--- src/hw/rtl/cookie_header_tokenizer_defines.svh ---
// ----------------------------------------------------------------------------
// Cookie header tokenizer: assertion macros
// Shared concurrent assertion forms, all disabled while in reset.
// ----------------------------------------------------------------------------
`ifndef COOKIE_HEADER_TOKENIZER_DEFINES_SVH
`define COOKIE_HEADER_TOKENIZER_DEFINES_SVH

// same-cycle implication
`define CHT_ASSERT_NOW(label, clk, rst_n, ante, cons, msg) \
    label: assert property (@(posedge clk) disable iff (!rst_n) (ante) |-> (cons)) \
        else $error(msg);

// next-cycle implication
`define CHT_ASSERT_NEXT(label, clk, rst_n, ante, cons, msg) \
    label: assert property (@(posedge clk) disable iff (!rst_n) (ante) |=> (cons)) \
        else $error(msg);

`endif

--- src/hw/rtl/cht_pkg.sv ---
// ----------------------------------------------------------------------------
// cht_pkg
// Types and constants shared by the cookie header tokenizer modules.
// ----------------------------------------------------------------------------
package cht_pkg;

    localparam int BYTE_W      = 8;
    localparam int POS_W       = 12;
    localparam int POS_LIMIT   = (2 ** POS_W) - 1;
    localparam int MAX_HEADER_LEN = 4096;
    localparam int QUEUE_DEPTH = 4;

    localparam logic [BYTE_W-1:0] CHAR_NUL    = 8'h00;
    localparam logic [BYTE_W-1:0] CHAR_DQUOTE = 8'h22;
    localparam logic [BYTE_W-1:0] CHAR_SQUOTE = 8'h27;
    localparam logic [BYTE_W-1:0] CHAR_SEMI   = 8'h3B;
    localparam logic [BYTE_W-1:0] CHAR_CR     = 8'h0D;
    localparam logic [BYTE_W-1:0] CHAR_EQUAL  = 8'h3D;
    localparam logic [BYTE_W-1:0] CHAR_LF     = 8'h0A;
    localparam logic [BYTE_W-1:0] CHAR_BSLASH = 8'h5C;
    localparam logic [BYTE_W-1:0] CHAR_SPACE  = 8'h20;

    localparam logic OP_ADD    = 1'b0;
    localparam logic OP_DELETE = 1'b1;

    // byte class as seen by the back end
    typedef enum logic [2:0] {
        KIND_DQUOTE,
        KIND_SQUOTE,
        KIND_SEP,       // ';' or CR
        KIND_END,       // zero byte
        KIND_EQUAL,
        KIND_LF,
        KIND_SPACE,
        KIND_OTHER
    } cht_kind_t;

    // one classified byte in the queue
    typedef struct packed {
        cht_kind_t kind;
        logic      escaped;  // previous byte of the header was a backslash
    } cht_item_t;

    typedef struct packed {
        logic             operation;
        logic [POS_W-1:0] name_start;
        logic [POS_W-1:0] name_length;
        logic [POS_W-1:0] value_start;
        logic [POS_W-1:0] value_length;
    } cht_result_t;

endpackage

--- src/hw/rtl/cht_front.sv ---
// ----------------------------------------------------------------------------
// cht_front
// Accepts header bytes and classifies them; tracks the escape flag.
// ----------------------------------------------------------------------------
module cht_front
(
    input  logic                       clk,
    input  logic                       rst_n,
    input  logic                       in_valid,
    output logic                       in_ready,
    input  logic [cht_pkg::BYTE_W-1:0] byte_in,
    output logic                       push,
    input  logic                       queue_ready,
    output cht_pkg::cht_item_t         item
);

    logic      bslash_reg;
    logic      bslash_next;
    logic      accept;
    cht_pkg::cht_kind_t kind;

    assign in_ready = queue_ready;
    assign accept   = in_valid && queue_ready;
    assign push     = accept;

    always_comb
    begin
        unique case (byte_in)
            cht_pkg::CHAR_DQUOTE: kind = cht_pkg::KIND_DQUOTE;
            cht_pkg::CHAR_SQUOTE: kind = cht_pkg::KIND_SQUOTE;
            cht_pkg::CHAR_SEMI:   kind = cht_pkg::KIND_SEP;
            cht_pkg::CHAR_CR:     kind = cht_pkg::KIND_SEP;
            cht_pkg::CHAR_NUL:    kind = cht_pkg::KIND_END;
            cht_pkg::CHAR_EQUAL:  kind = cht_pkg::KIND_EQUAL;
            cht_pkg::CHAR_LF:     kind = cht_pkg::KIND_LF;
            cht_pkg::CHAR_SPACE:  kind = cht_pkg::KIND_SPACE;
            default:              kind = cht_pkg::KIND_OTHER;
        endcase
    end

    assign item.kind    = kind;
    assign item.escaped = bslash_reg;

    // the end byte starts a new header, so the flag clears with it
    assign bslash_next = accept ? (byte_in == cht_pkg::CHAR_BSLASH) : bslash_reg;

    always_ff @(posedge clk or negedge rst_n)
    begin
        if (!rst_n)
        begin
            bslash_reg <= 1'b0;
        end
        else
        begin
            bslash_reg <= bslash_next;
        end
    end

endmodule

--- src/hw/rtl/cht_queue.sv ---
// ----------------------------------------------------------------------------
// cht_queue
// Short register queue of classified bytes between front and back end.
// ----------------------------------------------------------------------------
`include "cookie_header_tokenizer_defines.svh"

module cht_queue
#(
    parameter int DEPTH = cht_pkg::QUEUE_DEPTH
)
(
    input  logic               clk,
    input  logic               rst_n,
    input  logic               push,
    input  cht_pkg::cht_item_t push_item,
    output logic               not_full,
    input  logic               pop,
    output logic               not_empty,
    output cht_pkg::cht_item_t pop_item
);

    localparam int PTR_W = (DEPTH > 1) ? $clog2(DEPTH) : 1;
    localparam int CNT_W = $clog2(DEPTH + 1);
    localparam logic [PTR_W-1:0] PTR_LAST = PTR_W'(DEPTH - 1);
    localparam logic [CNT_W-1:0] CNT_FULL = CNT_W'(DEPTH);

    cht_pkg::cht_item_t entry_reg [DEPTH];
    logic [PTR_W-1:0] wr_ptr_reg;
    logic [PTR_W-1:0] wr_ptr_next;
    logic [PTR_W-1:0] rd_ptr_reg;
    logic [PTR_W-1:0] rd_ptr_next;
    logic [CNT_W-1:0] count_reg;
    logic [CNT_W-1:0] count_next;

    assign not_full  = (count_reg != CNT_FULL);
    assign not_empty = (count_reg != '0);
    assign pop_item  = entry_reg[rd_ptr_reg];

    always_comb
    begin
        wr_ptr_next = wr_ptr_reg;
        rd_ptr_next = rd_ptr_reg;
        count_next  = count_reg;
        if (push)
        begin
            wr_ptr_next = (wr_ptr_reg == PTR_LAST) ? '0 : wr_ptr_reg + 1'b1;
        end
        if (pop)
        begin
            rd_ptr_next = (rd_ptr_reg == PTR_LAST) ? '0 : rd_ptr_reg + 1'b1;
        end
        if (push && !pop)
        begin
            count_next = count_reg + 1'b1;
        end
        else if (pop && !push)
        begin
            count_next = count_reg - 1'b1;
        end
    end

    always_ff @(posedge clk or negedge rst_n)
    begin
        if (!rst_n)
        begin
            wr_ptr_reg <= '0;
            rd_ptr_reg <= '0;
            count_reg  <= '0;
        end
        else
        begin
            wr_ptr_reg <= wr_ptr_next;
            rd_ptr_reg <= rd_ptr_next;
            count_reg  <= count_next;
        end
    end

    always_ff @(posedge clk)
    begin
        if (push)
        begin
            entry_reg[wr_ptr_reg] <= push_item;
        end
    end

    `CHT_ASSERT_NOW(a_count_bound, clk, rst_n, 1'b1, count_reg <= CNT_FULL, "queue count over depth")
    `CHT_ASSERT_NEXT(a_pop_drains, clk, rst_n, pop && !push, count_reg == $past(count_reg) - 1'b1, "pop did not drain")
    `CHT_ASSERT_NOW(a_ptr_match, clk, rst_n, count_reg == '0, wr_ptr_reg == rd_ptr_reg, "empty queue with split pointers")

endmodule

--- src/hw/rtl/cht_back.sv ---
// ----------------------------------------------------------------------------
// cht_back
// Tokenizer state: quote modes, name/value spans, position; result register.
// ----------------------------------------------------------------------------
`include "cookie_header_tokenizer_defines.svh"

module cht_back
#(
    parameter int MAX_HEADER_LEN = cht_pkg::MAX_HEADER_LEN
)
(
    input  logic                 clk,
    input  logic                 rst_n,
    input  logic                 item_valid,
    input  cht_pkg::cht_item_t   item,
    output logic                 pop,
    output logic                 out_valid,
    input  logic                 out_ready,
    output cht_pkg::cht_result_t result
);

    localparam int POS_W       = cht_pkg::POS_W;
    localparam int POS_MAX_INT = (MAX_HEADER_LEN - 1 < cht_pkg::POS_LIMIT)
                               ? MAX_HEADER_LEN - 1 : cht_pkg::POS_LIMIT;
    localparam logic [POS_W-1:0] POS_MAX = POS_W'(POS_MAX_INT);

    logic             dq_reg, dq_next;
    logic             sq_reg, sq_next;
    logic             name_phase_reg, name_phase_next;
    logic             value_phase_reg, value_phase_next;
    logic [POS_W-1:0] position_reg, position_next;
    logic [POS_W-1:0] name_begin_reg, name_begin_next;
    logic [POS_W-1:0] name_count_reg, name_count_next;
    logic [POS_W-1:0] value_begin_reg, value_begin_next;
    logic [POS_W-1:0] value_count_reg, value_count_next;
    logic             out_valid_reg, out_valid_next;
    cht_pkg::cht_result_t result_reg, result_next;

    logic quoted;
    logic symbol;
    logic emit;
    logic clear_tok;
    logic is_add;

    assign pop       = item_valid && (!out_valid_reg || out_ready);
    assign out_valid = out_valid_reg;
    assign result    = result_reg;
    assign quoted    = dq_reg || sq_reg;
    assign is_add    = (value_count_reg != '0);

    always_comb
    begin
        dq_next          = dq_reg;
        sq_next          = sq_reg;
        name_phase_next  = name_phase_reg;
        value_phase_next = value_phase_reg;
        position_next    = position_reg;
        name_begin_next  = name_begin_reg;
        name_count_next  = name_count_reg;
        value_begin_next = value_begin_reg;
        value_count_next = value_count_reg;
        symbol           = 1'b0;
        emit             = 1'b0;
        clear_tok        = 1'b0;

        if (pop)
        begin
            unique case (item.kind)
                cht_pkg::KIND_DQUOTE:
                begin
                    if (!item.escaped)
                    begin
                        dq_next = !dq_reg;
                    end
                    symbol = 1'b1;
                end
                cht_pkg::KIND_SQUOTE:
                begin
                    if (!item.escaped)
                    begin
                        sq_next = !sq_reg;
                    end
                    symbol = 1'b1;
                end
                cht_pkg::KIND_SEP:
                begin
                    if (!quoted)
                    begin
                        emit      = (name_count_reg != '0);
                        clear_tok = 1'b1;
                    end
                    else
                    begin
                        symbol = 1'b1;
                    end
                end
                cht_pkg::KIND_END:
                begin
                    emit = !quoted && (name_count_reg != '0);
                end
                cht_pkg::KIND_EQUAL:
                begin
                    if (!quoted)
                    begin
                        name_phase_next  = 1'b0;
                        value_phase_next = 1'b1;
                        value_begin_next = '0;
                        value_count_next = '0;
                    end
                    else
                    begin
                        symbol = 1'b1;
                    end
                end
                cht_pkg::KIND_LF:
                begin
                    symbol = 1'b0;
                end
                cht_pkg::KIND_SPACE:
                begin
                    symbol = name_phase_reg || value_phase_reg;
                end
                cht_pkg::KIND_OTHER:
                begin
                    symbol = 1'b1;
                end
            endcase

            if (clear_tok)
            begin
                dq_next          = 1'b0;
                sq_next          = 1'b0;
                name_phase_next  = 1'b0;
                value_phase_next = 1'b0;
                name_begin_next  = '0;
                name_count_next  = '0;
                value_begin_next = '0;
                value_count_next = '0;
            end

            if (symbol)
            begin
                if (value_phase_reg)
                begin
                    if (value_count_reg == '0)
                    begin
                        value_begin_next = position_reg;
                    end
                    value_count_next = (value_count_reg < POS_MAX)
                                     ? value_count_reg + 1'b1 : POS_MAX;
                end
                else
                begin
                    if (name_count_reg == '0)
                    begin
                        name_begin_next = position_reg;
                        name_phase_next = 1'b1;
                    end
                    name_count_next = (name_count_reg < POS_MAX)
                                    ? name_count_reg + 1'b1 : POS_MAX;
                end
            end

            // end byte: whole header state back to reset
            if (item.kind == cht_pkg::KIND_END)
            begin
                dq_next          = 1'b0;
                sq_next          = 1'b0;
                name_phase_next  = 1'b0;
                value_phase_next = 1'b0;
                name_begin_next  = '0;
                name_count_next  = '0;
                value_begin_next = '0;
                value_count_next = '0;
                position_next    = '0;
            end
            else
            begin
                position_next = (position_reg < POS_MAX) ? position_reg + 1'b1 : POS_MAX;
            end
        end
    end

    always_comb
    begin
        result_next              = result_reg;
        result_next.operation    = is_add ? cht_pkg::OP_ADD : cht_pkg::OP_DELETE;
        result_next.name_start   = name_begin_reg;
        result_next.name_length  = name_count_reg;
        result_next.value_start  = is_add ? value_begin_reg : '0;
        result_next.value_length = is_add ? value_count_reg : '0;

        if (emit)
        begin
            out_valid_next = 1'b1;
        end
        else if (out_ready)
        begin
            out_valid_next = 1'b0;
        end
        else
        begin
            out_valid_next = out_valid_reg;
        end
    end

    always_ff @(posedge clk or negedge rst_n)
    begin
        if (!rst_n)
        begin
            dq_reg          <= 1'b0;
            sq_reg          <= 1'b0;
            name_phase_reg  <= 1'b0;
            value_phase_reg <= 1'b0;
            position_reg    <= '0;
            name_begin_reg  <= '0;
            name_count_reg  <= '0;
            value_begin_reg <= '0;
            value_count_reg <= '0;
            out_valid_reg   <= 1'b0;
        end
        else
        begin
            dq_reg          <= dq_next;
            sq_reg          <= sq_next;
            name_phase_reg  <= name_phase_next;
            value_phase_reg <= value_phase_next;
            position_reg    <= position_next;
            name_begin_reg  <= name_begin_next;
            name_count_reg  <= name_count_next;
            value_begin_reg <= value_begin_next;
            value_count_reg <= value_count_next;
            out_valid_reg   <= out_valid_next;
        end
    end

    always_ff @(posedge clk)
    begin
        if (emit)
        begin
            result_reg <= result_next;
        end
    end

    `CHT_ASSERT_NEXT(a_end_clears, clk, rst_n, pop && item.kind == cht_pkg::KIND_END, position_reg == '0 && name_count_reg == '0, "end byte left state behind")
    `CHT_ASSERT_NOW(a_phase_has_name, clk, rst_n, name_phase_reg, name_count_reg != '0, "name phase with empty name")
    `CHT_ASSERT_NOW(a_pos_bound, clk, rst_n, 1'b1, position_reg <= POS_MAX && value_count_reg <= POS_MAX, "count past saturation limit")

endmodule

--- src/hw/rtl/cookie_header_tokenizer.sv ---
// ----------------------------------------------------------------------------
// cookie_header_tokenizer
// Splits a cookie header byte stream into name/value spans.
// ----------------------------------------------------------------------------
//
//  channel     | dir | tdata                                   | tuser
//  ------------+-----+-----------------------------------------+--------------
//  s_axis      | in  | [7:0] byte_in (0 ends the header)       | -
//  m_axis      | out | name_start, name_length, value_start,   | [0] operation
//              |     | value_length, 12 bits each, low first   |  (0 add, 1 del)
//
//  One byte per cycle is accepted sustained; a word is taken while a result
//  still waits on m_axis, as long as the 4-entry byte queue has room.
//  An accepted separator byte reaches its result word as the front classifies
//  it into the queue and the back end updates its state into the output register.
//  rst_n is asynchronous and clears all header state; there is no clearing
//  pass, the block takes bytes in the first cycle after reset.
//  A stall on m_axis backs up the queue; s_axis_tready drops when it is full.
//
module cookie_header_tokenizer
#(
    parameter int MAX_HEADER_LEN = cht_pkg::MAX_HEADER_LEN,
    parameter int QUEUE_DEPTH    = cht_pkg::QUEUE_DEPTH
)
(
    input  logic        clk,
    input  logic        rst_n,
    input  logic        s_axis_tvalid,
    output logic        s_axis_tready,
    input  logic [7:0]  s_axis_tdata,   // [7:0] byte_in
    output logic        m_axis_tvalid,
    input  logic        m_axis_tready,
    output logic [47:0] m_axis_tdata,   // name_start, name_length, value_start, value_length
    output logic [0:0]  m_axis_tuser    // [0] operation
);

    logic                 push;
    logic                 queue_ready;
    logic                 queue_valid;
    logic                 pop;
    cht_pkg::cht_item_t   front_item;
    cht_pkg::cht_item_t   back_item;
    cht_pkg::cht_result_t result;

    // front: classification and escape tracking
    cht_front u_front
    (
        .clk         (clk),
        .rst_n       (rst_n),
        .in_valid    (s_axis_tvalid),
        .in_ready    (s_axis_tready),
        .byte_in     (s_axis_tdata),
        .push        (push),
        .queue_ready (queue_ready),
        .item        (front_item)
    );

    // decouples input acceptance from the result side
    cht_queue
    #(
        .DEPTH (QUEUE_DEPTH)
    )
    u_queue
    (
        .clk       (clk),
        .rst_n     (rst_n),
        .push      (push),
        .push_item (front_item),
        .not_full  (queue_ready),
        .pop       (pop),
        .not_empty (queue_valid),
        .pop_item  (back_item)
    );

    // back: tokenizer state and result register
    cht_back
    #(
        .MAX_HEADER_LEN (MAX_HEADER_LEN)
    )
    u_back
    (
        .clk        (clk),
        .rst_n      (rst_n),
        .item_valid (queue_valid),
        .item       (back_item),
        .pop        (pop),
        .out_valid  (m_axis_tvalid),
        .out_ready  (m_axis_tready),
        .result     (result)
    );

    assign m_axis_tdata[11:0]  = result.name_start;
    assign m_axis_tdata[23:12] = result.name_length;
    assign m_axis_tdata[35:24] = result.value_start;
    assign m_axis_tdata[47:36] = result.value_length;
    assign m_axis_tuser[0]     = result.operation;

endmodule

--- config.mk ---
export PLATFORM = sky130hd
export DESIGN_NAME = cookie_header_tokenizer
export DESIGN_NICKNAME = d
export VERILOG_FILES = /design/src/hw/rtl/cht_pkg.sv /design/src/hw/rtl/cht_front.sv /design/src/hw/rtl/cht_queue.sv /design/src/hw/rtl/cht_back.sv /design/src/hw/rtl/cookie_header_tokenizer.sv
export VERILOG_INCLUDE_DIRS = /design/src /design/src/hw/rtl
export SDC_FILE = /design/constraint.sdc
export NUM_CORES = 1
export LEC_CHECK = 0
export BUFFER_PORTS_ARGS = -buffer_cell sky130_fd_sc_hd__buf_2
export CAP_MARGIN = 20
export CORE_AREA = 2 2 156 82
export DETAILED_ROUTE_END_ITERATION = 10
export DIE_AREA = 0 0 158 84
export PLACE_DENSITY = 0.77
export SYNTH_ARGS = -nofsm -noshare
export SYNTH_HDL_FRONTEND = slang
export SYNTH_SLANG_ARGS = --single-unit
--- constraint.sdc ---
create_clock -name clk -period 6.8 [get_ports clk]
set_input_delay 0.34 -clock clk [delete_from_list [all_inputs] [get_ports clk]]
set_output_delay 0.34 -clock clk [all_outputs]
set_load 0.02 [all_outputs]
Yosys cells after proc, flatten, opt, wreduce, memory -nomap -nowiden
Memories as Yosys holds them, arrays and structs flattened.
Index checks and enable logic that the tools add are counted.
Storage, ports and cells
  register bits: 122
  bits in writable memories: 16
  bits of input ports: 12
  word-level logic and storage cells: 145
  memories kept: 1
Memory list
  u_queue.entry_reg: depth 4, width 4, read ports 1, clocked after Yosys merged registers in 0, wr ports 1, line cht_queue.sv:27  | cht_pkg::cht_item_t entry_reg [DEPTH];
Operators by class
  $add $sub $neg: 7
  magnitude comparators: 3
  equal/unequal tests: 19
  mux-type cells: 64
  reductions and logical operators: 32
Operator list (number)
  two-way mux 12 bit: 26
  equality test 8 x 6 -> 1 bit (second input constant): 5
  adder 12 x 1 -> 12 bit (second input constant): 3
  less-than comparator 12 bit (second input constant): 3
  two-way mux 1 bit: 31
  logical NOT 12 bit: 2
  nonzero test 12 bit: 2
  one-hot mux 3 bit (7 select lines): 1
  equality test 8 x 4 -> 1 bit (second input constant): 2
  nonzero test 3 bit: 4
  equality test 3 bit (second input constant): 3
  inequality test 3 bit (second input constant): 3
  AND reduction 3 bit: 3
  equality test 8 x 7 -> 1 bit (second input constant): 1
  logical NOT 8 bit: 1
  equality test 3 x 2 -> 1 bit (second input constant): 2
  logical NOT 1 bit: 6
  two-way mux 3 bit: 2
  logical AND 1 bit: 5
  adder 2 x 1 -> 2 bit (second input constant): 2
  equality test 2 bit (second input constant): 2
  two-way mux 2 bit: 2
  nonzero test 2 bit: 2
  OR reduction 2 bit: 2
  other kinds (8): 10

Logic depth before layout (Yosys ltp)
Gate-level depths: netlist (run 1).
  depth in word-level cells: 9
  mapped depth: 13
  depth with buffers taken out: 10

By module
A second synthesis (run 1) with hierarchy kept.
Unflattened totals
  cell total of the unflattened synthesis: 548
  area total of the unflattened synthesis: 6490.0 um^2
By module, submodules not included
  cht_back: times used 1, cells each 461, area an instance 5280.1 um^2
  cht_queue: times used 1, cells each 59, area an instance 994.7 um^2
  cht_front: times used 1, cells each 28, area an instance 215.2 um^2

Worst setup path before layout (run 1)
No wires, ideal clock.
  path type: register to register
  from: reg u_queue.rd_ptr_reg[0]
  to: reg u_back.result_reg, in the netlist u_back.result[0], enable pin
  data arrival time: 4.737 ns
  required time: 6.284 ns
  slack: 1.547 ns
  cell stages (with the launch flop): 6
  path buffers: 2
  clock period less this slack: 5.253 ns
  path through: dfrtp_1 > buf_6 > mux4_2 > buf_6 > nand2b_1 > nor3_1
Between the ends
  longest elaborated chain between the ends: 4
  elaborated cells on any way between the ends: 5
  classes of those cells: eq/ne (2); mux (2); memory (1)
RTL lines
  from (decl): line cht_queue.sv:30  | logic [PTR_W-1:0] rd_ptr_reg;
  from (signal assigned): line cht_queue.sv:73  | rd_ptr_reg <= rd_ptr_next;
  memory read (4 x 4 bit) *
  equality test 3 x 2 -> 1 bit: line cht_back.sv:68  | unique case (item.kind)
  one-hot mux 1 bit (2 select lines) *: line cht_back.sv:68
  two-way mux 1 bit *: line cht_back.sv:66  | if (pop)
  via u_back.emit: line cht_back.sv:41  | logic emit;
  to (signal assigned): line cht_back.sv:241  | result_reg <= result_next;
  to (decl): line cht_back.sv:37  | cht_pkg::cht_result_t result_reg, result_next;
The timed path passes the listed nets; every way through them passes the cells marked *.
A chain may end at the register's enable or synchronous reset.

Final worst setup path (run 1)
  from: reg u_queue.count_reg[0]
  to: reg u_back.name_begin_reg[5]
Between the ends
  longest elaborated chain between the ends: 2
RTL lines
  from (decl): line cht_queue.sv:32  | logic [CNT_W-1:0] count_reg;
  from (signal assigned): line cht_queue.sv:74  | count_reg <= count_next;
  nonzero test 3 bit: line cht_queue.sv:36  | assign not_empty = (count_reg != '0);
  logical AND 1 bit: line cht_back.sv:45  | assign pop = item_valid && (!out_valid_reg || out_ready);
  to (signal assigned): line cht_back.sv:229  | name_begin_reg <= name_begin_next;
  to (decl): line cht_back.sv:32  | logic [POS_W-1:0] name_begin_reg, name_begin_next;
Every way passes these cells.

==> metrics.txt, run 1 <==
sequential area share after synthesis=57.8%; fraction of the mapped netlist area in simple logic gates=18.1%; Max-cap violations=0; layout cells sized above 1=17.5%; ys flop type=dfrtp_1; grt total ovfl=0; most common cell after layout, fill and taps aside=dfrtp_1; Num Clock Sinks=138; ANT nets after route=0; Vias/cell=6.11; most frequent cells in the layout=dfrtp_1 (73), edfxtp_1 (65), buf_2 (62); root buf cell=clkbuf_16; wire length per cell=17.8 µm; Hold Path Class=input port to async pin; Setup Crit Path Kind=flop to flop; synth unique cells=71; Synth Area in XOR/XNOR=0.651%; drt pass-1 iters=7; Post-Synthesis Cell Area=6540 µm²; RSZ-0062 raised after global routing=no; hold buffer count at CTS=0; Setup crit end kind=flop; TNS Setup=0 ps; Period Utilization, post-route=56.2%; Worst Max-Slew Pin Slew=990 ps; largest net degree at the start of global routing=74; Die Area=13,300 µm²; Crit-path slowest cell=and2_1; Vias=4,973; DRT iter0 DRCs=588; max incr delay on CP=780 ps; crit path max fanout=39; CORE AREA=12,100 µm²; Leak Pwr=3.13 nW; final hold vios=0; Cell Rows=29; clk_lat worst skew=420 ps; fmax=0.262 GHz; top cells by area, synth=edfxtp_1 (30%), dfrtp_1 (28%), nand2_1 (3.1%); CTS tree=done; Longest Clk Path Bufs=2; net count after synthesis=613; Synth Register Bits=138; die height=84 µm; Starting Density=54.0%; asr flop ratio synth=52.9%; gr usage total=23.2%; Mapped Avg Cell Area=11.1 µm²; largest family of logic cells by synthesized area=simple AND/OR/NAND/NOR gates; CTS H-tree depth=4; CP Cell Sequence=or3_1, and2_1, inv_2, nor2_1, nand4_2, mux2i_1; top cell type's share of synthesized area=29.9%; nets=655; Fillers=942; adder-cell share of the synthesized area=2.41%; CTS resizes=0; PD cells=459 nW/µm²; Post-synth EDFFs=65; vias in the first global route=4,733; CP Data Required Time=7120 ps; first-pass GRT wire length=24.2 mm; r2r worst-path depth=6; Clock Skew=12.5 ps; Syn Inst Count=589; Slew Viols, Final=0; outcome=complete, no violations; final core utilization=62.4%; crit path time final=3820 ps; CTS Buf Count=17; Setup Viol. Count Final=0; Post-CTS Setup Inserts=0; Post-route DRC=0; Warnings, synthesis=0; die width=158 µm; Peak supply drop=0.285 mV; compound-cell area share of the yosys netlist=13.0%; Final GP Congestion=0.902; mux contribution to synthesized area=3.54%; initial antenna violation count=0; Area Overhead vs Synth=15.7%; flip-flop count of the largest register after layout=49; Max-slew headroom=34.0%; IO buf count=62; I/O Pins=63; Synth area leader=edfxtp_1; total wire length=14.5 mm; Critical Path AT=4140 ps; Worst Setup Start Kind=flop; clock slew at the register clock pins of the worst setup and hold paths=60 ps; DP HPWL=9.65 mm; antenna cells=0
==> stage by stage <==
step | instances | power, mW | hold slack [ps] | setup WS [ps] | area (µm²)
floorplan | 589 | 2.14 | 44.4 | 1550 | 6540
detailed placement | 782 | 2.40 | 437 | 3020 | 6890
CTS | 814 | 3.47 | 177 | 2990 | 7560
global route | 814 | 3.66 | 250 | 2690 | 7560
finish | 814 | 3.47 | 123 | 2980 | 7560
global placement | 782 | 2.34 | 434 | 3290 | 6890
==> synthesized netlist by cell type (all sizes together) (2+ instances only) <==
| master | count |
|---|---|
| inv | 24 |
| a21o | 2 |
| a32o | 6 |
| a211oi | 5 |
| a31oi | 6 |
| and2 | 15 |
| clkbuf | 26 |
| nor2 | 30 |
| xnor2 | 2 |
| mux2i | 13 |
| mux4 | 4 |
| or2 | 2 |
| o211a | 2 |
| o31ai | 7 |
| nor2b | 4 |
| nand3b | 2 |
| or4 | 3 |
| nand3 | 40 |
| nor3 | 14 |
| o311ai | 2 |
| xor2 | 2 |
| nand2 | 55 |
| o21ai | 54 |
| nor4 | 7 |
| nor4b | 5 |
| dfrtp | 73 |
| and3 | 12 |
| o211ai | 2 |
| a21oi | 20 |
| nand2b | 5 |
| edfxtp | 65 |
| a41oi | 4 |
| or3 | 8 |
| nand4 | 8 |
| ha | 11 |
| buf | 16 |
| a311oi | 4 |
| nand4b | 2 |
| a22o | 2 |
| and4 | 6 |
| a2bb2oi | 2 |
| a22oi | 3 |
==> cell families after synthesis <==
logic type	count (synthesis)
AND/OR/NAND/NOR	221
adder cells (fa/ha/maj)	12
XOR/XNOR	4
multiplexers	18
AO/OA/AOI/OAI	130
buffers and inverters	66
flip-flops	138
==> worst max-delay path: cells and delay by family (launching register included) <==
kind                   cells  cell delay [ps]
AND/OR/NAND/NOR            4             2340
buffers and inverters      1              540
flip-flops                 1              420
multiplexers               1              390
==> per-layer routing <==
layer  share of wire [%]  global-route usage (%)  vias up
met5                   0                       0        -
met4                0.77                    5.32        0
met3                 9.4                    6.75       15
met2                  42                    31.9      254
met1                  48                    36.2     2432
li1                    -                       -     2272
==> layout make-up <==
| cell class | count | area, µm² | share of cell area, % |
|---|---|---|---|
| sequential | 138 | 3780 | 50.0 |
| tap | 170 | 213 | 2.81 |
| timing repair buffer | 65 | 333 | 4.40 |
| clock inverter | 12 | 218 | 2.88 |
| inverter | 24 | 90.1 | 1.19 |
| clock buffer | 20 | 457 | 6.04 |
| multi-input combinational | 385 | 2470 | 32.7 |
==> path summary, 6_finish.rpt <==
check	startpoint	endpoint	slack, ps
hold reg to reg	u_back.name_count_reg[11]	u_back.result[35]	450
hold / removal	rst_n	u_back.name_begin_reg[8]	120
max in group asynchronous	rst_n	u_back.name_count_reg[11]	6040
setup reg to reg	u_queue.count_reg[0]	u_back.name_begin_reg[5]	2980
setup / recovery	u_queue.count_reg[0]	u_back.name_begin_reg[5]	2980
min in group clk	s_axis_tdata[6]	u_front.bslash_reg	240
==> where the power goes <==
| part | internal, mW | leakage [nW] | switching (mW) |
|---|---|---|---|
| Combinational | 0.370 | 1.23 | 0.806 |
| Sequential | 1.08 | 1.57 | 0.155 |
| Clock | 0.706 | 0.326 | 0.354 |
| Total | 2.16 | 3.13 | 1.31 |
Note: power is estimated with default switching activity, not from simulation.
==> run 2, diff against run 1 <==
clock period = 3.93 ns   (was 6.8 ns; I/O delays follow)
==> run 2 against run 1 <==
Global-route usage up 0.053 points; critical path depth down 1; total power up 66%; wire length up 1.2%; register-to-register slack worse by 2100 ps.
==> metrics.txt, run 2 (synthesized netlist as in run 1, its figures left out) <==
wire length per cell=18.0 µm; first-pass GRT wire length=24.0 mm; clk_lat worst skew=410 ps; TNS Setup=0 ps; Critical Path AT=3400 ps; final setup margin=848 ps; Worst Max-Slew Pin Slew=938 ps; Max-slew headroom=36.9%; Worst Setup Start Kind=flop; pre-CTS WS=913 ps; I/O Pins=63; clock slew at the register clock pins of the worst setup and hold paths=60 ps; vias in the first global route=4,622; worst hold start=s_axis_tdata[6]; Max-cap violations=0; flip-flop count of the largest register after layout=49; Vias=4,984; outcome=complete, no violations; Cell Rows=29; CTS tree=done; RSZ-0062 raised after global routing=no; total wire length=14.7 mm; Num Clock Sinks=138; DR top layer=met4; PD cells=771 nW/µm²; met2 wire length=6.06 mm; CTS resizes=0; ANT nets after route=0; root buf cell=clkbuf_16; hold buffer count at CTS=1; DRT iter0 DRCs=579; CP Cell Sequence=mux4_2, nor3b_2, o21ai_2, nand4_2, mux2i_1; initial antenna violation count=0; die height=84 µm; most common cell after layout, fill and taps aside=dfrtp_1; nets=657; Starting Density=54.0%; Setup Crit Path Kind=flop to flop; Clock Skew=8.37 ps; Peak supply drop=0.439 mV; Setup crit end kind=flop; Die Area=13,300 µm²; crit path launch=u_queue.rd_ptr_reg[0]; Longest Clk Path Bufs=2; Post-CTS Setup Inserts=0; grt total ovfl=0; Setup Viol. Count Final=0; IO buf count=62; Area Overhead vs Synth=14.5%; met3 wire len=1.31 mm; fmax=0.324 GHz; Vias/cell=6.11; CTS H-tree depth=4; final hold vios=0; layout cells sized above 1=18.0%; Slew Viols, Final=0; crit path time final=3080 ps; CP Data Required Time=4250 ps; Leak Pwr=3.10 nW; Hold Path Class=input port to flop; Fillers=971; FF-to-FF Start=u_queue.rd_ptr_reg[0]; Post-route DRC=0; Final GP Congestion=0.908; CORE AREA=12,100 µm²; largest net degree at the start of global routing=53; antenna cells=0; drt pass-1 iters=6; Period Utilization, post-route=78.4%; DP HPWL=9.89 mm; die width=158 µm; crit path max fanout=15; Crit-path slowest cell=mux4_2; max incr delay on CP=730 ps; most frequent cells in the layout=dfrtp_1 (73), edfxtp_1 (65), buf_2 (62); wire length on met1=7.21 mm; CTS Buf Count=17; gr usage total=23.2%
==> run 2: changes by cell type in the layout (fill, tap and decap cells not counted), sizes merged <==
cell         previous run  this run
clkinvlp                1         3
dlygate4sd3             0         1
bufinv                  6         2
inv                    25        27
buf                    65        66
clkinv                  4         7
clkbuf                 20        17
==> run 2: cell type report <==
type / instances / area [µm²] / share of cell area, %
clock buffers: 17 / 425 / 5.68
clock inverters: 15 / 150 / 2.01
inverters: 24 / 90.1 / 1.20
multi-input cells: 385 / 2480 / 33.1
flip-flops and latches: 138 / 3780 / 50.5
well taps: 170 / 213 / 2.84
repair buffers: 67 / 350 / 4.68
==> run 2: per-layer routing <==
layer,up-vias,global-route usage (%)
li1,2264,-
met1,2432,37.9
met2,269,31.1
met3,19,5.56
met4,0,5.16
met5,-,0
==> run 2: worst paths after layout <==
check | end | slack, ps | cells after the start
min | u_front.bslash_reg | 100 | 3
min in group asynchronous | u_back.name_begin_reg[7] | 290 | 2
min reg2reg | u_back.result[46] | 450 | 0
max in group asynchronous | u_back.out_valid | 2550 | 3
max reg2reg | u_back.name_begin_reg[0] | 850 | 5
max | u_back.name_begin_reg[0] | 850 | 5
==> run 2: per-stage QoR <==
| step | cell area, µm² | power (mW) | hold WS (ps) | cells | util, % |
|---|---|---|---|---|---|
| detailed placement | 6900 | 4.20 | 195 | 783 | 57.0 |
| global route | 7490 | 6.10 | 112 | 816 | 61.8 |
| finish | 7490 | 5.78 | 97.0 | 816 | 61.8 |
| floorplan | 6540 | 3.70 | -99.1 | 589 | - |
| CTS | 7490 | 5.76 | 95.1 | 816 | 61.8 |
| global placement | 6900 | 4.10 | 185 | 783 | 57.0 |
==> run 2: where the power goes <==
group          internal (mW)  switching (mW)
clock network          0.934           0.616
registers               1.88           0.286
logic                  0.658            1.41
==> run 2: worst max-delay path: cells and delay by family, from the launching register on <==
kind | cells | cell delay, ps
AOI/OAI and AO/OA | 1 | 470
DFF | 1 | 560
muxes | 2 | 1090
and+or+nand+nor | 2 | 860
